## config.mk

```make
export PLATFORM = sky130hd
export DESIGN_NAME = rmq_front
export DESIGN_NICKNAME = d
export VERILOG_FILES = /design/src/rtl/rmq_pkg.sv /design/src/rtl/rmq_front.sv
export SDC_FILE = /design/constraint.sdc
export NUM_CORES = 1
export LEC_CHECK = 0
export CELL_PAD_IN_SITES_DETAIL_PLACEMENT = 2
export CELL_PAD_IN_SITES_GLOBAL_PLACEMENT = 2
export CORE_ASPECT_RATIO = 1.75
export CORE_UTILIZATION = 39
export DETAILED_ROUTE_END_ITERATION = 6
export DONT_BUFFER_PORTS = 1
export MAX_ROUTING_LAYER = met4
export PLACE_DENSITY_LB_ADDON = 0.1
export SYNTH_ARGS = -nofsm -noshare
export SYNTH_HDL_FRONTEND = slang
export SYNTH_SLANG_ARGS = --single-unit
```

## constraint.sdc

```tcl
create_clock -name vclk -period 9.15
set_clock_uncertainty 0.15 [all_clocks]
set_input_delay 1.3725 -clock vclk [all_inputs]
set_output_delay 1.3725 -clock vclk [all_outputs]
set_load 0.005 [all_outputs]
```

## src/rtl/rmq_pkg.sv

```systemverilog
// Shared types, constants and helpers for the rotation matrix to quaternion block.
package rmq_pkg;

   localparam int QUEUE_DEPTH = 4;
   localparam int SQ_STEPS    = 16;
   localparam int DV_STEPS    = 23;

   typedef enum logic [1:0] {
      BR_TRACE = 2'd0,
      BR_X     = 2'd1,
      BR_Y     = 2'd2,
      BR_Z     = 2'd3
   } branch_type;

   typedef struct packed {
      logic signed [15:0] m00;
      logic signed [15:0] m01;
      logic signed [15:0] m02;
      logic signed [15:0] m10;
      logic signed [15:0] m11;
      logic signed [15:0] m12;
      logic signed [15:0] m20;
      logic signed [15:0] m21;
      logic signed [15:0] m22;
   } req_type;

   typedef struct packed {
      logic signed [15:0] quat_w;
      logic signed [15:0] quat_x;
      logic signed [15:0] quat_y;
      logic signed [15:0] quat_z;
      logic [1:0]         branch_taken;
   } rsp_type;

   // classified request: radicand, branch, numerator magnitudes and final signs
   typedef struct packed {
      logic [16:0]       rad;
      branch_type        br;
      logic [2:0][16:0]  nmag;
      logic [2:0]        nneg;
   } work_type;

   function automatic logic signed [15:0] sat16(input logic [22:0] mag, input logic neg);
      logic signed [15:0] res;
      if (neg) begin
         if (mag >= 23'd32768) res = 16'sh8000;
         else res = 16'(~mag[15:0] + 16'd1);
      end else begin
         if (mag > 23'd32767) res = 16'sh7fff;
         else res = 16'(mag[15:0]);
      end
      return res;
   endfunction

endpackage

```

## src/rtl/rmq_front.sv

```systemverilog
// Front end: branch selection, radicand and numerator preparation.
module rmq_front (
   input  rmq_pkg::req_type  req_data,
   output rmq_pkg::work_type work
);
   import rmq_pkg::*;

   logic signed [17:0] trace;
   logic signed [18:0] rad_s;
   logic signed [16:0] d21_12, d02_20, d10_01, s01_10, s02_20, s12_21;
   logic signed [16:0] num [3];
   branch_type         br;

   always_comb begin
      trace  = 18'(req_data.m00) + 18'(req_data.m11) + 18'(req_data.m22);
      d21_12 = 17'(req_data.m21) - 17'(req_data.m12);
      d02_20 = 17'(req_data.m02) - 17'(req_data.m20);
      d10_01 = 17'(req_data.m10) - 17'(req_data.m01);
      s01_10 = 17'(req_data.m01) + 17'(req_data.m10);
      s02_20 = 17'(req_data.m02) + 17'(req_data.m20);
      s12_21 = 17'(req_data.m12) + 17'(req_data.m21);

      if (trace > 18'sd0) begin
         br = BR_TRACE;
      end else if (req_data.m00 > req_data.m11 && req_data.m00 > req_data.m22) begin
         br = BR_X;
      end else if (req_data.m11 > req_data.m22) begin
         br = BR_Y;
      end else begin
         br = BR_Z;
      end

      unique case (br)
         BR_TRACE: begin
            rad_s = 19'sd16384 + 19'(trace);
            num[0] = d21_12; num[1] = d02_20; num[2] = d10_01;
         end
         BR_X: begin
            rad_s = 19'sd16384 + 19'(req_data.m00) - 19'(req_data.m11) - 19'(req_data.m22);
            num[0] = d21_12; num[1] = s01_10; num[2] = s02_20;
         end
         BR_Y: begin
            rad_s = 19'sd16384 + 19'(req_data.m11) - 19'(req_data.m00) - 19'(req_data.m22);
            num[0] = d02_20; num[1] = s01_10; num[2] = s12_21;
         end
         default: begin
            rad_s = 19'sd16384 + 19'(req_data.m22) - 19'(req_data.m00) - 19'(req_data.m11);
            num[0] = d10_01; num[1] = s02_20; num[2] = s12_21;
         end
      endcase

      work.br  = br;
      work.rad = (rad_s <= 19'sd0) ? 17'd1 : rad_s[16:0];
      for (int j = 0; j < 3; j++) begin
         work.nmag[j] = num[j][16] ? 17'(-num[j]) : 17'(num[j]);
         // only w stays un-negated; numerator 0 lands on w unless the trace branch
         work.nneg[j] = num[j][16] ^ !(j == 0 && br != BR_TRACE);
      end
   end

endmodule

```

# --- Word-level counts from Yosys, hierarchy flattened ---
# Cells that the tools add are included.
totals:
  inputBits: 144
  output_inout_bits: 73
  regBits: 0
  wordCells: 44
op_classes:
  muxes: 9
  n_addsub: 21
  bitwise: 3
  eq_ne: 2
  reduce_logical: 4
  order_cmp: 5
op_table:
  columns: ["cell", "n"]
  rows:
  - ["51-bit case mux with 3 select lines", 1]
  - ["16-bit by 16-bit adder with 17-bit output", 4]
  - ["17-bit two-way mux", 4]
  - ["19-bit case mux with 3 select lines", 1]
  - ["18-bit by 16-bit subtractor with 19-bit output", 3]
  - ["17-bit by 16-bit subtractor with 18-bit output", 3]
  - ["16-bit by 16-bit adder with 17-bit output (first input constant)", 3]
  - ["17-bit negation", 3]
  - ["16-bit by 16-bit subtractor with 17-bit output", 3]
  - ["16-bit greater-than comparator", 3]
  - ["16-bit by 18-bit adder with 19-bit output (first input constant)", 1]
  - ["19-bit by 1-bit less-or-equal comparator with 1-bit output (second input constant)", 1]
  - ["17-bit by 16-bit adder with 18-bit output", 1]
  - ["18-bit by 1-bit greater-than comparator with 1-bit output (second input constant)", 1]
  - ["2-bit two-way mux", 2]
  - ["2-bit by 1-bit equality test with 1-bit output (second input constant)", 1]
  - ["2-bit equality test (second input constant)", 1]
  - ["2-bit logical NOT", 1]
  - ["1-bit NOT", 2]
  - ["2-bit nonzero test", 1]
  - ["1-bit logical AND", 1]
  - ["1-bit logical NOT", 1]
  - ["1-bit two-way mux", 1]
  - ["1-bit XOR", 1]

# --- Logic depth before layout (Yosys ltp) ---
logic_depth:
  word_depth: 8
  ltp_mapped: 29
  ltp_nobuf: 24

# --- Least setup slack after synthesis ---
# No wires, ideal clock.
synth_path:
  path_type: "input to output"
  start: "input req_data[1] (netlist bit)"
  end: "output work[36] (netlist bit)"
  path_stages: 25
  path_buffers: 4
  t_required_ps: 7627
  path_slack_ps: 907
  arrival_ps: 6720
  path_cell_list: "fa_1 ha_1 fa_1 a21o_1 a221oi_4 o211ai_1 a21oi_1 o21bai_1 xnor2_1 ha_1 nand3_1 or4_4 nor4_4 a21o_2 buf_6 buf_6 buf_4 clkbuf_1 nand3_1 o21ai_0 ha_1 inv_1 nor3_1 and4_1 and4bb_1"
synth_rtl:
  columns: ["element", "line_no", "rtl"]
  rows:
  - ["from (decl)", "rmq_front.sv:3", "input rmq_pkg::req_type req_data,"]
  - ["to (decl)", "rmq_front.sv:4", "output rmq_pkg::work_type work"]

==> results.ini <==
[floorplan]
row_count = 93
fp.coreArea_um2 = 36900
io_pins = 217
start_util_pct = 39.6
die_y_um = 258
dieArea_um2 = 38300
fp.dieW_um = 148

[synth]
synthSimpleGateAreaFrac_pct = 19.9
yosys.cell_types.count = 98
synthMuxAreaShare_pct = 1.90
synth_cells = 1946
syn-num-nets = 2467
netlist_top_cells_area = ha_1 26%, fa_1 10%, xnor2_1 5.8%
synth_xor_area_share_pct = 9.11
syn_avg_cell_area_um2 = 7.51
synthAdderAreaFrac_pct = 36.1
synth_compound_area_share_pct = 25.4
yosysSeqAreaShare_pct = 0
synth_top_area_share_pct = 25.9
yosys.area.top_type = ha_1
yosysWarnings = 0
syn_area_um2 = 14600
synth_top_family_by_area = adder cells

[layout]
drive_gt1_share_pct = 6.04
design.seq.count = 0
final_common_cell = ha_1
diodes = 0
fin_nets = 2460
regArea_um2 = 0
syn2layout_area_growth_pct = 5.12
fillers = 4414
nClkBuffers = 0
layout_common_cells = 303 x ha_1, 207 x inv_1, 170 x nor2_1

[placement]
io_buffer_count = 0
dp_hpwl_um = 58000
finalWeightedCongestion = 1.01

[setup_path]
path_depth = 25
worstSetupPathType = in -> out
cp-start-kind = input port
max_stage_delay_ns = 0.57
critPathLaunch = req_data[5]
critPathTopFamily = simple AND/OR/NAND/NOR gates
crit_fanout = 14
cpMaxStageDelayCell = fa_1
timing.critical_path.buf_inv = 6
crit_path_end_kind = output pin
cp.required_ns = 7.63
crit_end = work[19]
worstPathArrival_ns = 7.20

[power]
power.leakage_nw = 7.17
peakVddDrop_v = 0.0000777
p_per_area_nw_per_um2 = 166

[routing]
detail_route.vias_per_cell = 6.13
avgRoutedWirePerCell_um = 27.0
drt_iter0_markers = 552
drt_wl_total_um = 65100
drc = 0
vias = 14783
drt-pass1-iter-count = 4
ant_nets = 0

[sta]
hold-worst-slack_ns = 3.12
fin_setup_tns_ns = 0
period_share_pct = 95.4
worst_pin_slew_ns = 1.09
setup_viol = 0
max_freq_ghz = 0.115
hold_viol_final = 0
rsz0062_at_grt = false
layout_min_cycle_time_ns = 8.72
timing.slew.headroom_pct = 26.6
final_max_slew_viol_count = 0

[grt]
grt_pass1_wl_um = 97200
track_usage_pct = 34.5
grt_pass1_vias = 16736
antenna_found_initial = 0
overflow = 0
grtUsageMet1_pct = 27.9
grt_max_degree = 32
grt_use_met3_pct = 2.77
met2_usage_pct = 69.8
grt-busiest-layer = met2

[job]
cap_violations = 0

[clock_tree]
holdBufCountCts = 0

[status]
status = completed

[worst_hold_path]
hold_path.class = in -> out
worstHoldStart = req_data[48]

[per-stage QoR]
stage	setup WS [ns]	cell area (um^2)	util (%)	power, mW	instances
after floorplan	0.907	14600	-	1.65	1946
after global placement	0.584	15400	41.6	2.46	2411
after detailed placement	0.272	15400	41.6	2.52	2411
after CTS	0.274	15400	41.6	2.54	2411
after global routing	0.0455	15400	41.7	2.73	2412
final	0.425	15400	41.7	2.55	2412
[layer usage]
| metal | up-vias | wire length (um) |
|---|---|---|
| li1 | 6832 | - |
| met1 | 7419 | 20300 |
| met2 | 347 | 37000 |
| met3 | 185 | 1800 |
| met4 | 0 | 5950 |
| met5 | - | 0 |
[logic make-up after synthesis]
logic type,after synthesis
buffers and inverters,275
multiplexers,27
AND/OR/NAND/NOR,570
XOR/XNOR,152
AO/OA/AOI/OAI,545
adder cells (fa/ha/maj),377
[worst min-delay path: cells and delay by family]
kind            cells  cell delay, ns
compound gates      1            0.11
simple gates        1            0.08
buf+inv             1            0.15
fa+ha+maj           1            0.18
[cell usage after synthesis, types with 13 or more instances]
cell type and number:
a211o_1 13, a211oi_1 37, a21o_1 27, a21oi_1 140
a221oi_1 13, a31oi_1 30, and3_1 19, buf_2 14
clkbuf_1 33, fa_1 74, ha_1 303, inv_1 207
mux2i_1 21, nand2_1 113, nand2b_1 33, nand3_1 24
nor2_1 172, nor2b_1 42, nor3_1 54, nor4_1 17
o211ai_1 25, o21a_1 14, o21ai_0 88, o21bai_1 18
or3_1 18, xnor2_1 96, xor2_1 56
[final cells by class]
| type | count | area (um^2) | area share [%] |
|---|---|---|---|
| Inverter | 208 | 781 | 5.08 |
| Multi-Input combinational cell | 1671 | 13500 | 88.1 |
| Timing Repair Buffer | 58 | 448 | 2.92 |
| Tap cell | 475 | 594 | 3.87 |
[worst min path at each step]
stage	cells after the start	slack, ns	end
floorplan	2	2.84	work[20]
global placement	4	3.08	work[3]
detailed placement	4	3.10	work[3]
CTS	4	3.10	work[3]
global route	3	3.13	work[56]
finish	4	3.12	work[3]
[power breakdown]
part | total (mW) | internal, mW | switching, mW | leakage [nW]
sequential | 0 | 0 | 0 | 0
combinational | 2.55 | 0.919 | 1.63 | 7.17
clock | 0 | 0 | 0 | 0
[repair_timing]
item	4_1_cts	5_1_grt
resized for setup	0	1
setup endpoints to repair	0	7
setup buffers	0	1
endpoints found under the hold margin	0	0
Note: power is estimated with default switching activity, not from simulation.
