===== src/rtl/rmq_pkg.sv =====
// Shared types, constants and helpers for the rotation matrix to quaternion block.
package rmq_pkg;

   localparam int QUEUE_DEPTH = 4;
   localparam int SQ_STEPS    = 16;
   localparam int DV_STEPS    = 23;

   typedef enum logic [1:0] {
      BR_TRACE = 2'd0,
      BR_X     = 2'd1,
      BR_Y     = 2'd2,
      BR_Z     = 2'd3
   } branch_type;

   typedef struct packed {
      logic signed [15:0] m00;
      logic signed [15:0] m01;
      logic signed [15:0] m02;
      logic signed [15:0] m10;
      logic signed [15:0] m11;
      logic signed [15:0] m12;
      logic signed [15:0] m20;
      logic signed [15:0] m21;
      logic signed [15:0] m22;
   } req_type;

   typedef struct packed {
      logic signed [15:0] quat_w;
      logic signed [15:0] quat_x;
      logic signed [15:0] quat_y;
      logic signed [15:0] quat_z;
      logic [1:0]         branch_taken;
   } rsp_type;

   // classified request: radicand, branch, numerator magnitudes and final signs
   typedef struct packed {
      logic [16:0]       rad;
      branch_type        br;
      logic [2:0][16:0]  nmag;
      logic [2:0]        nneg;
   } work_type;

   function automatic logic signed [15:0] sat16(input logic [22:0] mag, input logic neg);
      logic signed [15:0] res;
      if (neg) begin
         if (mag >= 23'd32768) res = 16'sh8000;
         else res = 16'(~mag[15:0] + 16'd1);
      end else begin
         if (mag > 23'd32767) res = 16'sh7fff;
         else res = 16'(mag[15:0]);
      end
      return res;
   endfunction

endpackage


===== src/rtl/rmq_queue.sv =====
// Request queue between front end and arithmetic back end.
module rmq_queue #(
   parameter int DEPTH = rmq_pkg::QUEUE_DEPTH
) (
   input  logic              clock,
   input  logic              reset,
   input  logic              push,
   input  rmq_pkg::work_type push_data,
   output logic              full,
   input  logic              pop,
   output logic              head_valid,
   output rmq_pkg::work_type head_data
);
   import rmq_pkg::*;

   localparam int PW = (DEPTH > 1) ? $clog2(DEPTH) : 1;
   localparam int CW = $clog2(DEPTH + 1);

   work_type        mem_ff [DEPTH];
   logic [PW-1:0]   wr_ptr_ff, wr_ptr_in, rd_ptr_ff, rd_ptr_in;
   logic [CW-1:0]   cnt_ff, cnt_in;
   logic            do_push, do_pop;

   assign full       = (cnt_ff == CW'(DEPTH));
   assign head_valid = (cnt_ff != '0);
   assign head_data  = mem_ff[rd_ptr_ff];
   assign do_push    = push && !full;
   assign do_pop     = pop && head_valid;

   always_comb begin
      wr_ptr_in = wr_ptr_ff;
      rd_ptr_in = rd_ptr_ff;
      cnt_in    = cnt_ff;
      if (do_push) wr_ptr_in = (wr_ptr_ff == PW'(DEPTH - 1)) ? '0 : wr_ptr_ff + PW'(1);
      if (do_pop)  rd_ptr_in = (rd_ptr_ff == PW'(DEPTH - 1)) ? '0 : rd_ptr_ff + PW'(1);
      if (do_push && !do_pop) cnt_in = cnt_ff + CW'(1);
      else if (do_pop && !do_push) cnt_in = cnt_ff - CW'(1);
   end

   always_ff @(posedge clock) begin
      if (reset) begin
         wr_ptr_ff <= '0;
         rd_ptr_ff <= '0;
         cnt_ff    <= '0;
      end else begin
         wr_ptr_ff <= wr_ptr_in;
         rd_ptr_ff <= rd_ptr_in;
         cnt_ff    <= cnt_in;
      end
   end

   always_ff @(posedge clock) begin
      if (do_push) mem_ff[wr_ptr_ff] <= push_data;
   end

endmodule


===== config.mk =====
export PLATFORM = sky130hd
export DESIGN_NAME = rmq_queue
export DESIGN_NICKNAME = d
export VERILOG_FILES = /design/src/rtl/rmq_pkg.sv /design/src/rtl/rmq_queue.sv
export SDC_FILE = /design/constraint.sdc
export NUM_CORES = 1
export LEC_CHECK = 0
export BUFFER_PORTS_ARGS = -buffer_cell sky130_fd_sc_hd__buf_2
export CORE_MARGIN = 2
export CORE_UTILIZATION = 60
export DETAILED_ROUTE_END_ITERATION = 16
export GPL_TIMING_DRIVEN = 0
export PLACE_DENSITY = 0.85
export SLEW_MARGIN = 20
export SYNTH_ARGS = -nofsm -noshare
export SYNTH_HDL_FRONTEND = slang
export SYNTH_SLANG_ARGS = --single-unit
export TNS_END_PERCENT = 30

===== constraint.sdc =====
create_clock -name clock -period 6.05 [get_ports clock]
set_input_delay 1.815 -clock clock [delete_from_list [all_inputs] [get_ports clock]]
set_output_delay 1.815 -clock clock [all_outputs]
set_load 0.1 [all_outputs]

-- Yosys cells after proc, flatten, opt, wreduce, memory -nomap -nowiden
Memory sizes are Yosys's and may differ from the RTL's. A register that Yosys moved wholly into a read port is not among the register bits.
Index checks and enable logic that the tools add are counted.
- bits in registers: 7
- RAM bits: 292
- input port bits: 77
- memories kept: 1
- memories (memory ; words ; width ; rd ports ; clocked after memory_dff ; write ports ; line ; RTL):
    mem_ff ; 4 ; 73 ; 1 ; 1 ; 1 ; rmq_queue.sv:19 ; work_type mem_ff [DEPTH];
- muxes and demuxes: 8
- eq/ne operators: 3
- reduce and logical (&&, ||, !) cells: 9
- add/subtract/negate cells: 4
- operators by type and width (cell ; count):
    $mux W2 ; 4
    $mux W3 ; 2
    $add A2 B1 Y2 const B ; 2
    $eq A2 B2 Y1 const B ; 2
    $logic_and A1 B1 Y1 ; 4
    $add A3 B1 Y3 const B ; 1
    $eq A3 B3 Y1 const B ; 1
    $logic_not A1 Y1 ; 3
    $reduce_bool A3 Y1 ; 1
    $sub A3 B1 Y3 const B ; 1
    $mux W1 ; 2
    $reduce_bool A2 Y1 ; 1

-- Logic depth before layout (Yosys ltp)
- depth in word-level cells: 7
- gate-level depth with buffers: 10
- mapped depth without buffers: 9

-- Worst setup path before layout
Ideal clock, no wire load.
- path kind: input port to flip-flop
- start point: in push
- end point: mem mem_ff[3][0] in the netlist's numbering (enable)
- path buffers: 0
- stages on the path: 1
- arrival: 3.572 ns
- library setup time: 0.439 ns
- required time: 5.611 ns
- path slack: 2.038 ns
- path through: and3_1
- word-level cells in the longest chain between the ends: 3
- RTL lines (item ; line ; RTL):
    start, declared ; rmq_queue.sv:7 ; input logic push,
    $logic_and A1 B1 Y1 ; rmq_queue.sv:27 ; assign do_push = push && !full;
    $mux W1 ; rmq_queue.sv:53 ; if (do_push) mem_ff[wr_ptr_ff] <= push_data;
    $mux W1 (implied by the code) ; rmq_queue.sv:53 ;
    end, declared ; rmq_queue.sv:19 ;
Every way passes these cells.

==> results.json <==
{
  "skew_ns": 0.0122,
  "worstMarginPinSlew_ns": 0.669,
  "grt_first_pass_wirelength_um": 30700,
  "cts_setup_buffers": 0,
  "clock_latency_ns": 0.54,
  "rows": 49,
  "grt-ovfl-total": 0,
  "ir_drop_v": 0.000441,
  "grt_max_degree": 48,
  "start_kind": "flop",
  "routed_wl_um": 20000,
  "worstPathRequired_ns": 4.24,
  "h-tree-depth": 1,
  "route.detailed.drc": 0,
  "wl_per_cell_um": 22.9,
  "hold_slack_ns": 0.521,
  "nNetsFinal": 700,
  "top_layer_used": "met4",
  "cts_resized": 0,
  "start_util": 0.613,
  "synthToLayoutAreaGrowth_pct": 20.0,
  "netlist_instances": 431,
  "arrival_ns": 2.45,
  "cts_buffers": 29,
  "hold_violations": 0,
  "p_per_area_mw_per_mm2": 536,
  "cp-end-kind": "output port",
  "rsz0062_at_grt": "no",
  "hold_buffers": 0,
  "area.sequential_mm2": 0.00895,
  "maxSlewViolCount": 0,
  "ant_nets": 0,
  "setup_viol": 0,
  "drt_iter0_drc": 336,
  "drv_cap": 0,
  "firstDrtPassIters": 5,
  "p_leak_nw": 4.53,
  "hpwl_um": 12000,
  "fill_cells": 1007,
  "cp_common_cell": "buf_2",
  "ios": 152,
  "cts_sinks": 301,
  "via_per_inst": 5.92,
  "wl_met1_um": 7710,
  "clkSlewWorstSetupHoldPaths_ns": 0.07,
  "min-delay-start": "rd_ptr_ff[0]",
  "dieArea_mm2": 0.0195,
  "synth_area_mm2": 0.0110,
  "cts_tree": "done",
  "layout_min_cycle_time_ns": 4.26,
  "yosys.area.top_type": "edfxtp_1",
  "multi_input_area_mm2": 0.00194,
  "fmax_mhz": 235,
  "core_mm2": 0.0180,
  "grt_pass1_vias": 5489,
  "cp_max_fo": 10,
  "fin_crit_sh": 0.704,
  "rr_startpoint": "cnt_ff[1]",
  "ys_ff_latch": 301,
  "syn_nets": 515,
  "synth_top_area_share": 0.794,
  "yosysSeqAreaShare": 0.810,
  "hold_path.class": "reg2reg",
  "met3_length_um": 1430,
  "dp.cells": 814,
  "io_buffers": 150,
  "place_congestion": 0.716,
  "synth_cell_types": 26,
  "finalSetupTns_ns": 0,
  "slowest_stage": "clkbuf_1",
  "relSlewSlack": 0.554,
  "met2_length_um": 10400,
  "dieHeight_um": 140,
  "fin_cells": 870,
  "fp.dieW_um": 140,
  "cts_max_path_buffers": 3,
  "cp_num_buf_inv": 3,
  "cp_cell_sequence": "clkbuf_1 -> buf_2 -> mux4_2 -> buf_2",
  "slowest_delay_ns": 0.51,
  "antenna_found_initial": 2,
  "critical_path_class": "reg2out",
  "grtUsageTotal": 0.207,
  "ys_warn_count": 0,
  "status": "finished, final reports clean",
  "cts_root_buf": "clkbuf_16",
  "critical_path.top_delay_family": "buffers and inverters",
  "drive_gt1_frac": 0.464,
  "vias": 5147,
  "avgSynthCellArea_um2": 25.6,
  "synth_area_leaders": "edfxtp_1 (79%), mux4_2 (15%), dfxtp_1 (1.6%)"
}
## where the power goes
part / switching [W] / total (W) / internal [W]
clock network: 0.000715 / 0.00193 / 0.00122
logic: 0.00203 / 0.00259 / 0.000560
registers: 0.0000620 / 0.00258 / 0.00252
## cell families (layout without fill, tap and decap cells)
kind of cell,Yosys count,in the layout,synth area share
xor+xnor,2,2,0.00159
fa+ha+maj,7,7,0.00861
compound gates,7,7,0.00453
buf+inv,23,230,0.0161
mux,75,75,0.151
simple gates,16,16,0.00804
flops,301,301,0.810
other cells,0,3,0
## placed cells by master, fill, tap and decap left out
cell type    n
a21oi_1      3
and3_4       4
buf_16       4
buf_2      157
buf_4        1
buf_6        8
bufinv_16    8
bufinv_8     1
clkbuf_1     7
clkbuf_16   29
clkinv_1     4
clkinv_2     6
clkinv_4     1
dfxtp_1      9
diode_2      3
edfxtp_1   292
fa_1         1
ha_1         6
inv_1        3
inv_6        1
mux2i_1      2
mux4_2      73
nand2_1      1
nand3_1      2
nor2_1       3
nor2_2       1
nor3_1       1
o21ai_0      1
o21ai_1      1
o31ai_2      2
or3_1        3
or3b_1       1
xor2_1       2
## through the flow
step	worst slack, ns	util	power, W	instance area, µm²
3_5_place_dp	2.31	0.677	0.00522	12200
4_1_cts	1.72	0.735	0.00717	13200
5_1_grt	1.67	0.735	0.00732	13300
2_1_floorplan	2.04	-	0.00481	11000
3_3_place_gp	0.717	0.670	0.00517	12100
6_report	1.79	0.735	0.00711	13300
## Yosys cell counts
| master | instances |
|---|---|
| nand2_1 | 1 |
| a21oi_1 | 3 |
| clkinv_4 | 1 |
| nand3_1 | 2 |
| o21ai_0 | 1 |
| ha_1 | 6 |
| or3b_1 | 1 |
| dfxtp_1 | 9 |
| or3_1 | 3 |
| edfxtp_1 | 292 |
| inv_1 | 3 |
| mux2i_1 | 2 |
| buf_4 | 1 |
| nor3_1 | 1 |
| buf_6 | 8 |
| o21ai_1 | 1 |
| mux4_2 | 73 |
| fa_1 | 1 |
| clkbuf_1 | 2 |
| xor2_1 | 2 |
| bufinv_8 | 1 |
| and3_1 | 4 |
| nor2_2 | 1 |
| buf_2 | 7 |
| nor2_1 | 3 |
| o31ai_2 | 2 |
## worst paths after layout
check / endpoint / slack (ns) / depth (start not counted)
worst max register to register: cnt_ff[2] / 3.66 / 10
worst min register to register: flop / 0.52 / 2
worst max-delay path: head_data[38] / 1.79 / 4
worst min-delay path: flop / 0.52 / 2
## area by class of cell
type / count / area share
multi-input combinational: 107 / 0.146
clock buffer: 34 / 0.0562
clock inverter: 19 / 0.0222
antenna: 3 / 0.000566
inverter: 5 / 0.00283
buffer: 18 / 0.0106
sequential: 301 / 0.675
tap: 229 / 0.0216
timing repair buffer: 154 / 0.0649
## metal layers
| layer | track usage | vias up |
|---|---|---|
| met2 | 0.357 | 223 |
| met4 | 0.0532 | 0 |
| met3 | 0.0434 | 36 |
| met5 | 0 | - |
| met1 | 0.275 | 2655 |
| li1 | - | 2233 |
## state kept, by name, summed over array words and instances (netlist names), named ones only
signal / flops
wr_ptr_ff: 2
rd_ptr_ff: 2
cnt_ff: 3
mem_ff: 292
## worst register-to-register path: stages, from the launching register on
cell and delay, ns:
dfxtp_1 0.47, or3b_1 0.18, buf_6 0.14, clkinv_4 0.07, nor2_2 0.15, ha_1 0.22, inv_1 0.06, fa_1 0.37
xor2_1 0.18, or3_1 0.33, a21oi_1 0.15
(Power assumes the default switching activity.)
